===== config.mk =====
export PLATFORM = sky130hd
export DESIGN_NAME = endstop_motor_drive_controller_core
export DESIGN_NICKNAME = d
export VERILOG_FILES = /design/src/rtl/core/emdc_pkg.sv /design/src/rtl/core/emdc_engine.sv /design/src/rtl/core/endstop_motor_drive_controller_core.sv
export SDC_FILE = /design/constraint.sdc
export NUM_CORES = 1
export LEC_CHECK = 0
export BUFFER_PORTS_ARGS = -buffer_cell sky130_fd_sc_hd__buf_2
export CAP_MARGIN = 20
export CORE_ASPECT_RATIO = 1.25
export CORE_MARGIN = 3
export CORE_UTILIZATION = 55
export DETAILED_ROUTE_END_ITERATION = 16
export GPL_TIMING_DRIVEN = 0
export PLACE_DENSITY_LB_ADDON = 0.3
export SLEW_MARGIN = 20
export SYNTH_ARGS = -nofsm -noshare
export SYNTH_HDL_FRONTEND = slang
export SYNTH_SLANG_ARGS = --single-unit

===== constraint.sdc =====
create_clock -name i_clk -period 6 [get_ports i_clk]
set_input_delay 1.2 -clock i_clk [delete_from_list [all_inputs] [get_ports i_clk]]
set_output_delay 1.2 -clock i_clk [all_outputs]
set_load 0.005 [all_outputs]

===== src/rtl/core/emdc_pkg.sv =====
// ----------------------------------------------------------------------------
// emdc_pkg
// shared types, codes and helpers for the end-stop motor drive controller
// ----------------------------------------------------------------------------
package emdc_pkg;

    // item kinds
    localparam logic [1:0] KIND_TICK   = 2'd0;
    localparam logic [1:0] KIND_CMD    = 2'd1;
    localparam logic [1:0] KIND_STATUS = 2'd2;

    // command codes
    localparam logic [1:0] CMD_TO_MIN = 2'd0;
    localparam logic [1:0] CMD_TO_MAX = 2'd1;
    localparam logic [1:0] CMD_STOP   = 2'd2;
    localparam logic [1:0] CMD_RESET  = 2'd3;

    // motion state codes as reported
    localparam logic [1:0] MSTATE_IDLE   = 2'd0;
    localparam logic [1:0] MSTATE_TO_MIN = 2'd1;
    localparam logic [1:0] MSTATE_TO_MAX = 2'd2;
    localparam logic [1:0] MSTATE_FAULT  = 2'd3;

    // position codes
    localparam logic [1:0] LOC_MIN     = 2'd0;
    localparam logic [1:0] LOC_MAX     = 2'd1;
    localparam logic [1:0] LOC_UNKNOWN = 2'd2;

    // status codes
    localparam logic [1:0] STAT_OK      = 2'd0;
    localparam logic [1:0] STAT_TIMEOUT = 2'd1;
    localparam logic [1:0] STAT_BOTH    = 2'd2;

    // configuration register indexes
    localparam int unsigned CFG_IDX_W = 3;
    localparam logic [CFG_IDX_W-1:0] REG_DRIVE_MODE  = 3'd0;
    localparam logic [CFG_IDX_W-1:0] REG_MIN_PRESENT = 3'd1;
    localparam logic [CFG_IDX_W-1:0] REG_MAX_PRESENT = 3'd2;
    localparam logic [CFG_IDX_W-1:0] REG_MIN_ACT_HI  = 3'd3;
    localparam logic [CFG_IDX_W-1:0] REG_MAX_ACT_HI  = 3'd4;
    localparam logic [CFG_IDX_W-1:0] REG_TIMEOUT     = 3'd5;

    localparam int unsigned CFG_DATA_W = 32;
    localparam logic [31:0] TIMEOUT_RESET = 32'd10000;

    typedef enum logic [3:0] {
        MO_IDLE   = 4'b0001,
        MO_TO_MIN = 4'b0010,
        MO_TO_MAX = 4'b0100,
        MO_FAULT  = 4'b1000
    } t_motion;

    typedef struct packed {
        logic [1:0] kind;
        logic [1:0] command;
        logic       min_level;
        logic       max_level;
    } t_in_beat;

    typedef struct packed {
        logic       drive_a;
        logic       drive_b;
        logic [1:0] motion_state;
        logic [1:0] position;
        logic [1:0] status;
    } t_out_beat;

    typedef struct packed {
        logic        drive_mode;
        logic        min_stop_present;
        logic        max_stop_present;
        logic        min_active_high;
        logic        max_active_high;
        logic [31:0] timeout_ticks;
    } t_cfg;

    function automatic logic [1:0] motion_code(input t_motion m);
        logic [1:0] c;
        unique case (m)
            MO_IDLE:   c = MSTATE_IDLE;
            MO_TO_MIN: c = MSTATE_TO_MIN;
            MO_TO_MAX: c = MSTATE_TO_MAX;
            MO_FAULT:  c = MSTATE_FAULT;
            default:   c = MSTATE_IDLE;
        endcase
        return c;
    endfunction

    // effective stop activity; an absent stop reads as level 0
    function automatic logic stop_active(input logic present, input logic level,
                                         input logic act_high);
        logic lv;
        lv = present & level;
        return act_high ? lv : ~lv;
    endfunction

endpackage


===== src/rtl/core/emdc_engine.sv =====
// ----------------------------------------------------------------------------
// emdc_engine
// motion state, latched position, timeout counter and pin levels; one beat
// is applied per fire and its result is produced combinationally
// ----------------------------------------------------------------------------
module emdc_engine (
    input  logic                i_clk,
    input  logic                i_rst_n,
    input  logic                i_fire,
    input  emdc_pkg::t_in_beat  i_beat,
    input  emdc_pkg::t_cfg      i_cfg,
    output emdc_pkg::t_out_beat o_beat
);
    import emdc_pkg::*;

    t_motion     r_mode,  n_mode;
    logic [1:0]  r_loc,   n_loc;
    logic [31:0] r_el,    n_el;
    logic        r_prev_min, r_prev_max;
    logic        r_pin_a, n_pin_a;
    logic        r_pin_b, n_pin_b;

    logic min_now, max_now, min_was, max_was;
    logic min_tgt, max_tgt;
    logic [1:0] position, status;

    always_comb begin
        min_now = stop_active(i_cfg.min_stop_present, i_beat.min_level,
                              i_cfg.min_active_high);
        max_now = stop_active(i_cfg.max_stop_present, i_beat.max_level,
                              i_cfg.max_active_high);
        min_was = stop_active(i_cfg.min_stop_present, r_prev_min, i_cfg.min_active_high);
        max_was = stop_active(i_cfg.max_stop_present, r_prev_max, i_cfg.max_active_high);

        n_mode  = r_mode;
        n_loc   = r_loc;
        n_el    = r_el;
        n_pin_a = r_pin_a;
        n_pin_b = r_pin_b;

        // target stop edge ends the move
        if (r_mode == MO_TO_MIN && i_cfg.min_stop_present && min_now && !min_was) begin
            n_mode = MO_IDLE;
            n_loc  = LOC_MIN;
            n_el   = '0;
            if (!i_cfg.drive_mode) n_pin_a = 1'b0;
            n_pin_b = 1'b0;
        end else if (r_mode == MO_TO_MAX && i_cfg.max_stop_present && max_now
                     && !max_was) begin
            n_mode = MO_IDLE;
            n_loc  = LOC_MAX;
            n_el   = '0;
            if (!i_cfg.drive_mode) n_pin_a = 1'b0;
            n_pin_b = 1'b0;
        end

        min_tgt = min_now || (n_loc == LOC_MIN);
        max_tgt = max_now || (n_loc == LOC_MAX);

        unique case (i_beat.kind)
            KIND_TICK: begin
                if (n_mode == MO_TO_MIN || n_mode == MO_TO_MAX) begin
                    if (n_el != '1) n_el = n_el + 32'd1;
                    if (n_el > i_cfg.timeout_ticks) begin
                        n_mode = MO_FAULT;
                        n_loc  = LOC_UNKNOWN;
                        n_el   = '0;
                        if (!i_cfg.drive_mode) n_pin_a = 1'b0;
                        n_pin_b = 1'b0;
                    end
                end
            end
            KIND_CMD: begin
                // commands cut the drive first; reset or a new move clears a fault
                if (i_beat.command == CMD_RESET) begin
                    n_mode = MO_IDLE;
                    n_loc  = LOC_UNKNOWN;
                end else if (n_mode != MO_FAULT) begin
                    n_mode = MO_IDLE;
                end
                n_el = '0;
                if (!i_cfg.drive_mode) n_pin_a = 1'b0;
                n_pin_b = 1'b0;
                unique case (i_beat.command)
                    CMD_TO_MIN: begin
                        if (!min_tgt) begin
                            n_mode  = MO_TO_MIN;
                            n_loc   = LOC_UNKNOWN;
                            n_pin_a = !i_cfg.drive_mode;
                            n_pin_b = i_cfg.drive_mode;
                        end
                    end
                    CMD_TO_MAX: begin
                        if (!max_tgt) begin
                            n_mode  = MO_TO_MAX;
                            n_loc   = LOC_UNKNOWN;
                            n_pin_a = i_cfg.drive_mode;
                            n_pin_b = 1'b1;
                        end
                    end
                    CMD_STOP, CMD_RESET: begin
                    end
                    default: begin
                    end
                endcase
            end
            default: begin
            end
        endcase

        position = n_loc;
        status   = STAT_OK;
        if (i_beat.kind == KIND_STATUS) begin
            priority if (n_mode == MO_FAULT) begin
                status   = STAT_TIMEOUT;
                position = LOC_UNKNOWN;
            end else if ((min_now || n_loc == LOC_MIN) && (max_now || n_loc == LOC_MAX)) begin
                status   = STAT_BOTH;
                position = LOC_UNKNOWN;
            end else if (min_now || n_loc == LOC_MIN) begin
                position = LOC_MIN;
            end else if (max_now || n_loc == LOC_MAX) begin
                position = LOC_MAX;
            end else begin
                position = n_loc;
            end
        end

        o_beat.drive_a      = n_pin_a;
        o_beat.drive_b      = n_pin_b;
        o_beat.motion_state = motion_code(n_mode);
        o_beat.position     = position;
        o_beat.status       = status;
    end

    always_ff @(posedge i_clk) begin
        if (!i_rst_n) begin
            r_mode     <= MO_IDLE;
            r_loc      <= LOC_UNKNOWN;
            r_el       <= '0;
            r_prev_min <= 1'b0;
            r_prev_max <= 1'b0;
            r_pin_a    <= 1'b0;
            r_pin_b    <= 1'b0;
        end else if (i_fire) begin
            r_mode     <= n_mode;
            r_loc      <= n_loc;
            r_el       <= n_el;
            r_prev_min <= i_beat.min_level;
            r_prev_max <= i_beat.max_level;
            r_pin_a    <= n_pin_a;
            r_pin_b    <= n_pin_b;
        end
    end

endmodule


===== src/rtl/core/endstop_motor_drive_controller_core.sv =====
// ----------------------------------------------------------------------------
// endstop_motor_drive_controller_core
// end-stop motor drive controller: input register, update engine, result
// register with valid/ready on both sides and a plain config write port
// ----------------------------------------------------------------------------
// Each input beat (tick, command or status read, plus the sampled end-stop
// levels) yields exactly one result beat carrying the pin levels, the motion
// state, the position and a status code. The block takes one beat per clock
// while results are taken: a beat lands in the input register, the engine
// applies it to the motion state combinationally and the result register
// captures its outcome when the beat advances; the sustained rate is one
// beat per cycle, set by the single state update of the engine per cycle.
// The input side keeps accepting while a result waits; it stalls only when
// both the input and result registers are full and the result is not taken.
// Configuration registers are written through i_cfg_we/i_cfg_index/i_cfg_data
// and should only change while no beats are in flight.
// ----------------------------------------------------------------------------
module endstop_motor_drive_controller_core (
    input  logic                               i_clk,
    input  logic                               i_rst_n,
    // input channel
    input  logic                               i_in_valid,
    output logic                               o_in_ready,
    input  emdc_pkg::t_in_beat                 i_in_beat,
    // result channel
    output logic                               o_out_valid,
    input  logic                               i_out_ready,
    output emdc_pkg::t_out_beat                o_out_beat,
    // configuration writes
    input  logic                               i_cfg_we,
    input  logic [emdc_pkg::CFG_IDX_W-1:0]     i_cfg_index,
    input  logic [emdc_pkg::CFG_DATA_W-1:0]    i_cfg_data
);
    import emdc_pkg::*;

    // configuration registers
    t_cfg      r_cfg;

    // input register stage
    logic      r_in_valid;
    t_in_beat  r_in_beat;

    // result register stage
    logic      r_out_valid;
    t_out_beat r_out_beat;
    t_out_beat n_out_beat;

    logic      advance;
    logic      in_take;

    // the held beat moves on when the result register is free or being drained
    assign advance    = r_in_valid && (!r_out_valid || i_out_ready);
    assign o_in_ready = !r_in_valid || advance;
    assign in_take    = i_in_valid && o_in_ready;

    always_ff @(posedge i_clk) begin
        if (!i_rst_n) begin
            r_cfg.drive_mode       <= 1'b0;
            r_cfg.min_stop_present <= 1'b0;
            r_cfg.max_stop_present <= 1'b0;
            r_cfg.min_active_high  <= 1'b1;
            r_cfg.max_active_high  <= 1'b1;
            r_cfg.timeout_ticks    <= TIMEOUT_RESET;
        end else if (i_cfg_we) begin
            unique case (i_cfg_index)
                REG_DRIVE_MODE:  r_cfg.drive_mode       <= i_cfg_data[0];
                REG_MIN_PRESENT: r_cfg.min_stop_present <= i_cfg_data[0];
                REG_MAX_PRESENT: r_cfg.max_stop_present <= i_cfg_data[0];
                REG_MIN_ACT_HI:  r_cfg.min_active_high  <= i_cfg_data[0];
                REG_MAX_ACT_HI:  r_cfg.max_active_high  <= i_cfg_data[0];
                REG_TIMEOUT:     r_cfg.timeout_ticks    <= i_cfg_data[31:0];
                default: begin
                    // indexes past the register list are ignored
                end
            endcase
        end
    end

    // input register
    always_ff @(posedge i_clk) begin
        if (!i_rst_n) begin
            r_in_valid <= 1'b0;
        end else if (in_take) begin
            r_in_valid <= 1'b1;
        end else if (advance) begin
            r_in_valid <= 1'b0;
        end
    end

    always_ff @(posedge i_clk) begin
        if (in_take) begin
            r_in_beat <= i_in_beat;
        end
    end

    // motion engine: state advances once per beat that moves to the result side
    emdc_engine u_engine (
        .i_clk   (i_clk),
        .i_rst_n (i_rst_n),
        .i_fire  (advance),
        .i_beat  (r_in_beat),
        .i_cfg   (r_cfg),
        .o_beat  (n_out_beat)
    );

    // result register
    always_ff @(posedge i_clk) begin
        if (!i_rst_n) begin
            r_out_valid <= 1'b0;
        end else if (advance) begin
            r_out_valid <= 1'b1;
        end else if (i_out_ready) begin
            r_out_valid <= 1'b0;
        end
    end

    always_ff @(posedge i_clk) begin
        if (advance) begin
            r_out_beat <= n_out_beat;
        end
    end

    assign o_out_valid = r_out_valid;
    assign o_out_beat  = r_out_beat;

    // pin b is high only while a move is under way
    a_drive_matches_motion: assert property (@(posedge i_clk) disable iff (!i_rst_n)
        (o_out_valid && o_out_beat.drive_b) |->
            (o_out_beat.motion_state == MSTATE_TO_MIN ||
             o_out_beat.motion_state == MSTATE_TO_MAX))
        else $error("drive pin b high without a move under way");

    // a timeout report always comes with a fault state and unknown position
    a_timeout_report: assert property (@(posedge i_clk) disable iff (!i_rst_n)
        (o_out_valid && o_out_beat.status == STAT_TIMEOUT) |->
            (o_out_beat.motion_state == MSTATE_FAULT &&
             o_out_beat.position == LOC_UNKNOWN))
        else $error("timeout status without fault state");

    // the input side only stalls when both stages are full and the result is held
    a_stall_only_when_full: assert property (@(posedge i_clk) disable iff (!i_rst_n)
        !o_in_ready |-> (r_in_valid && r_out_valid && !i_out_ready))
        else $error("input stalled with room in the pipeline");

    // a beat taken into a free pipeline shows up as a result after passing the input and result registers
    a_latency: assert property (@(posedge i_clk) disable iff (!i_rst_n)
        (in_take && !r_in_valid && !r_out_valid) |=> ##1 o_out_valid)
        else $error("result missing after accepted beat");

endmodule

Yosys cells after proc, flatten, opt, wreduce, memory -nomap -nowiden
Index checks and enable logic that the tools add are counted.
{"block": "classes", "mux": 61, "order_cmp": 1, "eq_ne": 20, "bitwise_logic": 9, "n_reduce_logical": 35, "addsub": 1}
{"cell": "$mux 32", "count": 7}
{"cell": "$pmux 32 s2", "count": 1}
{"cell": "$add 32x1->32 const B", "count": 1}
{"cell": "$gt 32x32->1", "count": 1}
{"cell": "$mux 4", "count": 8}
{"cell": "$ne 32x32->1 const B", "count": 1}
{"cell": "$mux 2", "count": 13}
{"cell": "$mux 1", "count": 23}
{"cell": "$pmux 4 s2", "count": 2}
{"cell": "$eq 4x2->1 const B", "count": 3}
{"cell": "$eq 4x3->1 const B", "count": 3}
{"cell": "$reduce_and 2->1", "count": 6}
{"cell": "$logic_and 1x1->1", "count": 9}
{"cell": "$eq 2x1->1 const B", "count": 4}
{"cell": "$logic_not 2->1", "count": 4}
{"cell": "$pmux 1 s2", "count": 4}
{"cell": "$pmux 2 s2", "count": 2}
{"cell": "$logic_or 1x1->1", "count": 7}
{"cell": "$eq 3x2->1 const B", "count": 2}
{"cell": "$eq 3x3->1 const B", "count": 2}
{"cell": "$pmux 2 s3", "count": 1}
{"cell": "$logic_not 1->1", "count": 5}
{"cell": "$not 1->1", "count": 5}
{"cell": "$and 1x1->1", "count": 4}
{"cell": "7 further kinds", "count": 9}
{"block": "word_totals", "out_inout_bits": 10, "regBits": 95, "in_bits": 46, "word_cells": 152}

Depth between registers and ports, before layout
{"block": "depth", "ltp_word": 22, "ltp_mapped": 27, "mapped_depth_nobuf": 22}

Hierarchy
A second synthesis with hierarchy kept.
{"block": "hier_totals", "cells_unflattened": 751, "hier_area_um2": 6294.8}
{"mod": "emdc_engine", "seq_area_each_um2": 840.8, "cells_each": 566, "instances": 1, "area_per_inst_um2": 4216.5}
{"mod": "endstop_motor_drive_controller_core", "seq_area_each_um2": 1201.2, "cells_each": 185, "instances": 1, "area_per_inst_um2": 2078.2}

Least setup slack after synthesis
No wires, ideal clock.
{"block": "synth_path", "kind": "flip-flop to flip-flop", "from": "reg r_in_beat[1] (netlist bit)", "to": "reg r_out_beat, in the netlist o_out_beat[3], data pin", "arrival_time_ns": 5.514, "required_time_ns": 5.741, "synth_period_minus_slack_ns": 5.773, "setup_slack_ns": 0.227, "path_stages_with_launch": 22, "path_cell_list": "edfxtp_1 and3b_1 o2111ai_2 buf_4 and3_2 ha_1 nand4_1 nor3_1 and2_1 nand3_1 nor4_2 nand3_1 o21a_1 o21a_1 ha_1 nand4_1 nor4_1 nand4b_2 a311o_1 or3b_1 and3_1 a211o_1"}
{"item": "from (decl)", "line_no": "endstop_motor_drive_controller_core.sv:41", "rtl": "t_in_beat r_in_beat;"}
{"item": "from (signal assigned)", "line_no": "endstop_motor_drive_controller_core.sv:92", "rtl": "r_in_beat <= i_in_beat;"}
{"item": "to (signal assigned)", "line_no": "endstop_motor_drive_controller_core.sv:119", "rtl": "r_out_beat <= n_out_beat;"}
{"item": "to (decl)", "line_no": "endstop_motor_drive_controller_core.sv:45", "rtl": "t_out_beat r_out_beat;"}

==> metrics.txt <==
status=completed; WS Path Type=reg2reg; fin crit share=97.51%; gpl congestion=0.9797; final max-slew violation count=0; minimum clock period=5851 ps; initial antenna violation count=0; ys async rst share=0%; total CTS buffers=9; CP endpoint kind=flip-flop; Setup TNS Final=0 ps; cts hold-fix bufs=0; P&R area growth vs syn=17.99%; CTS clk-pin slew, worst paths=70 ps; synth unique cells=73; Critical Path Max Stage Delay=~450 ps; share of cells above drive strength 1=15.63%; n_diodes=0; top_reg_cell synth=dfxtp_1; Port Buffers=54; standard-cell rows=42; via count=6616; die area=12480 sq um; Placed Area=6576 sq um; worst-skew pair later-pin latency=about 350 ps; GRT Total Usage=33.78%; Mapped Cells=815; Die Y=124.1 um; sequential area share after synthesis=33.25%; Initial Util=57.28%; Layout Nets=976; Hold WC Path Type=reg2reg; overflow left after global routing=0; Vias per Instance=6.398; CP Cell Sequence=and3b_1 -> o2111ai_4 -> buf_6 -> and3_2 -> ha_4 -> nand4_1 -> nor3_4 -> nand2_1 -> or3_4 -> and3_1 -> nand3_1 -> xor2_1 -> nor2_1 -> ha_1 -> and4_1 -> nand4_1 -> buf_4 -> a211o_1 -> nand4_1 -> nand4b_4 -> a311o_1 -> or3b_1 -> and3_1 -> a211o_1; CTS tree=built; Synth Warn #=0; critical path's slowest cell=edfxtp_1; drt first pass iters=8; LEAKAGE=2.757 nW; Worst Clk Skew=slightly above 7 ps; Fmax=170.9 MHz; Worst Max-Slew Pin Slew=1127 ps; I/O pin cnt=56; Critical Path AT=5960 ps; Hold WS=457.4 ps; Power Dens Cells=198.5 nW/um^2; clk buf depth=2; via count of the first global-routing pass=about 6400; Mapped Nets=894; #FFs+latches synth=95; Design Power=1.438 mW; most used cell, CP=nand4_1; H-tree depth=3; Post-Syn Area per Cell=about 7.5 sq um; WL per Instance=20.28 um; DP Worst Slack=-1419 ps; Peak VDD IR=approximately 190 uV; Post-synth EDFFs=14; Detailed Route WL=20970 um; FF-to-FF path depth=24; RSZ-0062 raised after global routing=no; global-route wire length before repair=32240 um; largest net degree at the start of global routing=18; 1st-iter DRT viols=560; Clock Sinks=95; final std cells w/o fill=approximately 1000; ANT nets after route=0; post-DP HPWL=15100 um; placed cells=approximately 1000; Max Cap Violations=0; Final Instance Area=about 7200 sq um; # setup viols final=0; endpoints failing hold=0; Worst setup SP type=flip-flop; Rel. slew slack=24.85%; Horiz. Die Dim=just over 100 um; hold path cells=2; core box area=around 11000 sq um; post-synthesis instance area=6141 sq um; Util after Layout=67.59%; crit path max fanout=7; worst path required time=6110 ps; final setup margin=149.2 ps; CTS root buf=clkbuf_16; Residual DRC=0
## sequential cells by signal, indices dropped and copies added, names as in the netlist
register,cells
o_out_beat,8
u_engine.r_pin_a,1
u_engine.r_el,32
u_engine.r_mode,4
u_engine.r_pin_b,1
u_engine.r_prev_min,1
r_in_beat,6
u_engine.r_prev_max,1
r_in_valid,1
u_engine.r_loc,2
r_cfg,37
o_out_valid,1
## layer usage
metal	wire length, um	vias to the layer above	global-route usage, %
li1	-	3067	-
met1	7762	3090	37.19
met2	10310	376	59.45
met3	1520	83	5.378
met4	1373	0	22.75
met5	0	-	0
## power breakdown
group / internal, mW / switching [mW]
sequential: 0.661 / 0.0133
combinational: 0.0545 / 0.0971
clock: 0.362 / 0.249
total: 1.08 / 0.360
## synthesized netlist by cell type (5+ instances only)
cell | instances | share of area (%)
a211oi_1 | 8 | 0.98
a21o_1 | 6 | 0.73
a21oi_1 | 72 | 5.9
a31oi_1 | 12 | 1.2
and2_1 | 9 | 0.92
and3_1 | 9 | 0.92
buf_1 | 7 | 0.43
buf_2 | 5 | 0.41
clkbuf_1 | 27 | 1.7
dfxtp_1 | 81 | 26
edfxtp_1 | 14 | 6.8
ha_1 | 33 | 6.7
inv_1 | 44 | 2.7
nand2_1 | 148 | 9.0
nand2b_1 | 6 | 0.61
nand3_1 | 32 | 2.6
nand4_1 | 25 | 2.5
nor2_1 | 60 | 3.7
nor2b_1 | 7 | 0.71
nor3_1 | 25 | 2.0
nor4_1 | 7 | 0.71
o211ai_1 | 11 | 1.3
o21ai_0 | 47 | 3.8
or3_1 | 6 | 0.61
xnor2_1 | 16 | 2.3
xor2_1 | 17 | 2.4
## critical path, delay by kind of cell, from the launching register on
kind            cells  cell delay [ps]
simple gates       15             2940
compound gates      4             1240
fa+ha+maj           2              500
flops               1              450
buf+inv             2              320
xor+xnor            1              160
## kinds of logic after synthesis
group,count (synthesis),synth area share (%)
simple gates,367,29.18
flops,95,33.25
buf+inv,89,5.970
mux,5,0.8354
xor+xnor,33,4.706
compound gates,193,19.34
fa+ha+maj,33,6.724
## path summary, 6_finish.rpt
kind | from | endpoint | slack [ps]
max reg2reg | r_in_beat[1]$_DFFE_PP_ | o_out_beat[3]$_DFFE_PP_ | 150
min reg2reg | r_cfg[25]$_SDFFE_PN0P_ | r_cfg[25]$_SDFFE_PN0P_ | 460
max | r_in_beat[1]$_DFFE_PP_ | o_out_beat[3]$_DFFE_PP_ | 150
min | r_cfg[25]$_SDFFE_PN0P_ | r_cfg[25]$_SDFFE_PN0P_ | 460
## layout by cell type (no fill, tap or decap), types with 9 or more instances in the layout
cell / synthesis / layout
a21oi_1: 72 / 72
a31oi_1: 12 / 12
and3_1: 9 / 9
buf_2: 5 / 60
buf_4: 3 / 20
clkbuf_1: 27 / 27
clkbuf_16: 0 / 9
dfxtp_1: 81 / 80
edfxtp_1: 14 / 14
ha_1: 33 / 32
inv_1: 44 / 44
nand2_1: 148 / 148
nand3_1: 32 / 29
nand4_1: 25 / 25
nor2_1: 60 / 56
nor3_1: 25 / 21
o211ai_1: 11 / 11
o21ai_0: 47 / 45
xnor2_1: 16 / 15
xor2_1: 17 / 17
## layout make-up
| class | count | area (sq um) |
|---|---|---|
| inverters | 45 | 168.9 |
| repair buffers | 72 | 405.4 |
| clock inverters | 5 | 72.57 |
| well taps | 132 | 165.2 |
| plain buffers | 43 | 203.9 |
| multi-input cells | 631 | 3954 |
| clock buffers | 11 | 232.7 |
| fillers | 936 | 3475 |
| flip-flops and latches | 95 | 2043 |
## timing repair
| item | 4_1_cts | 5_1_grt |
|---|---|---|
| endpoints found under the hold margin | 0 | 0 |
| pin swaps | 7 | 12 |
| resized for setup | 21 | 27 |
| endpoints found under the setup margin | 47 | 33 |
| buffers inserted | 8 | 10 |
(Power assumes the default switching activity.)
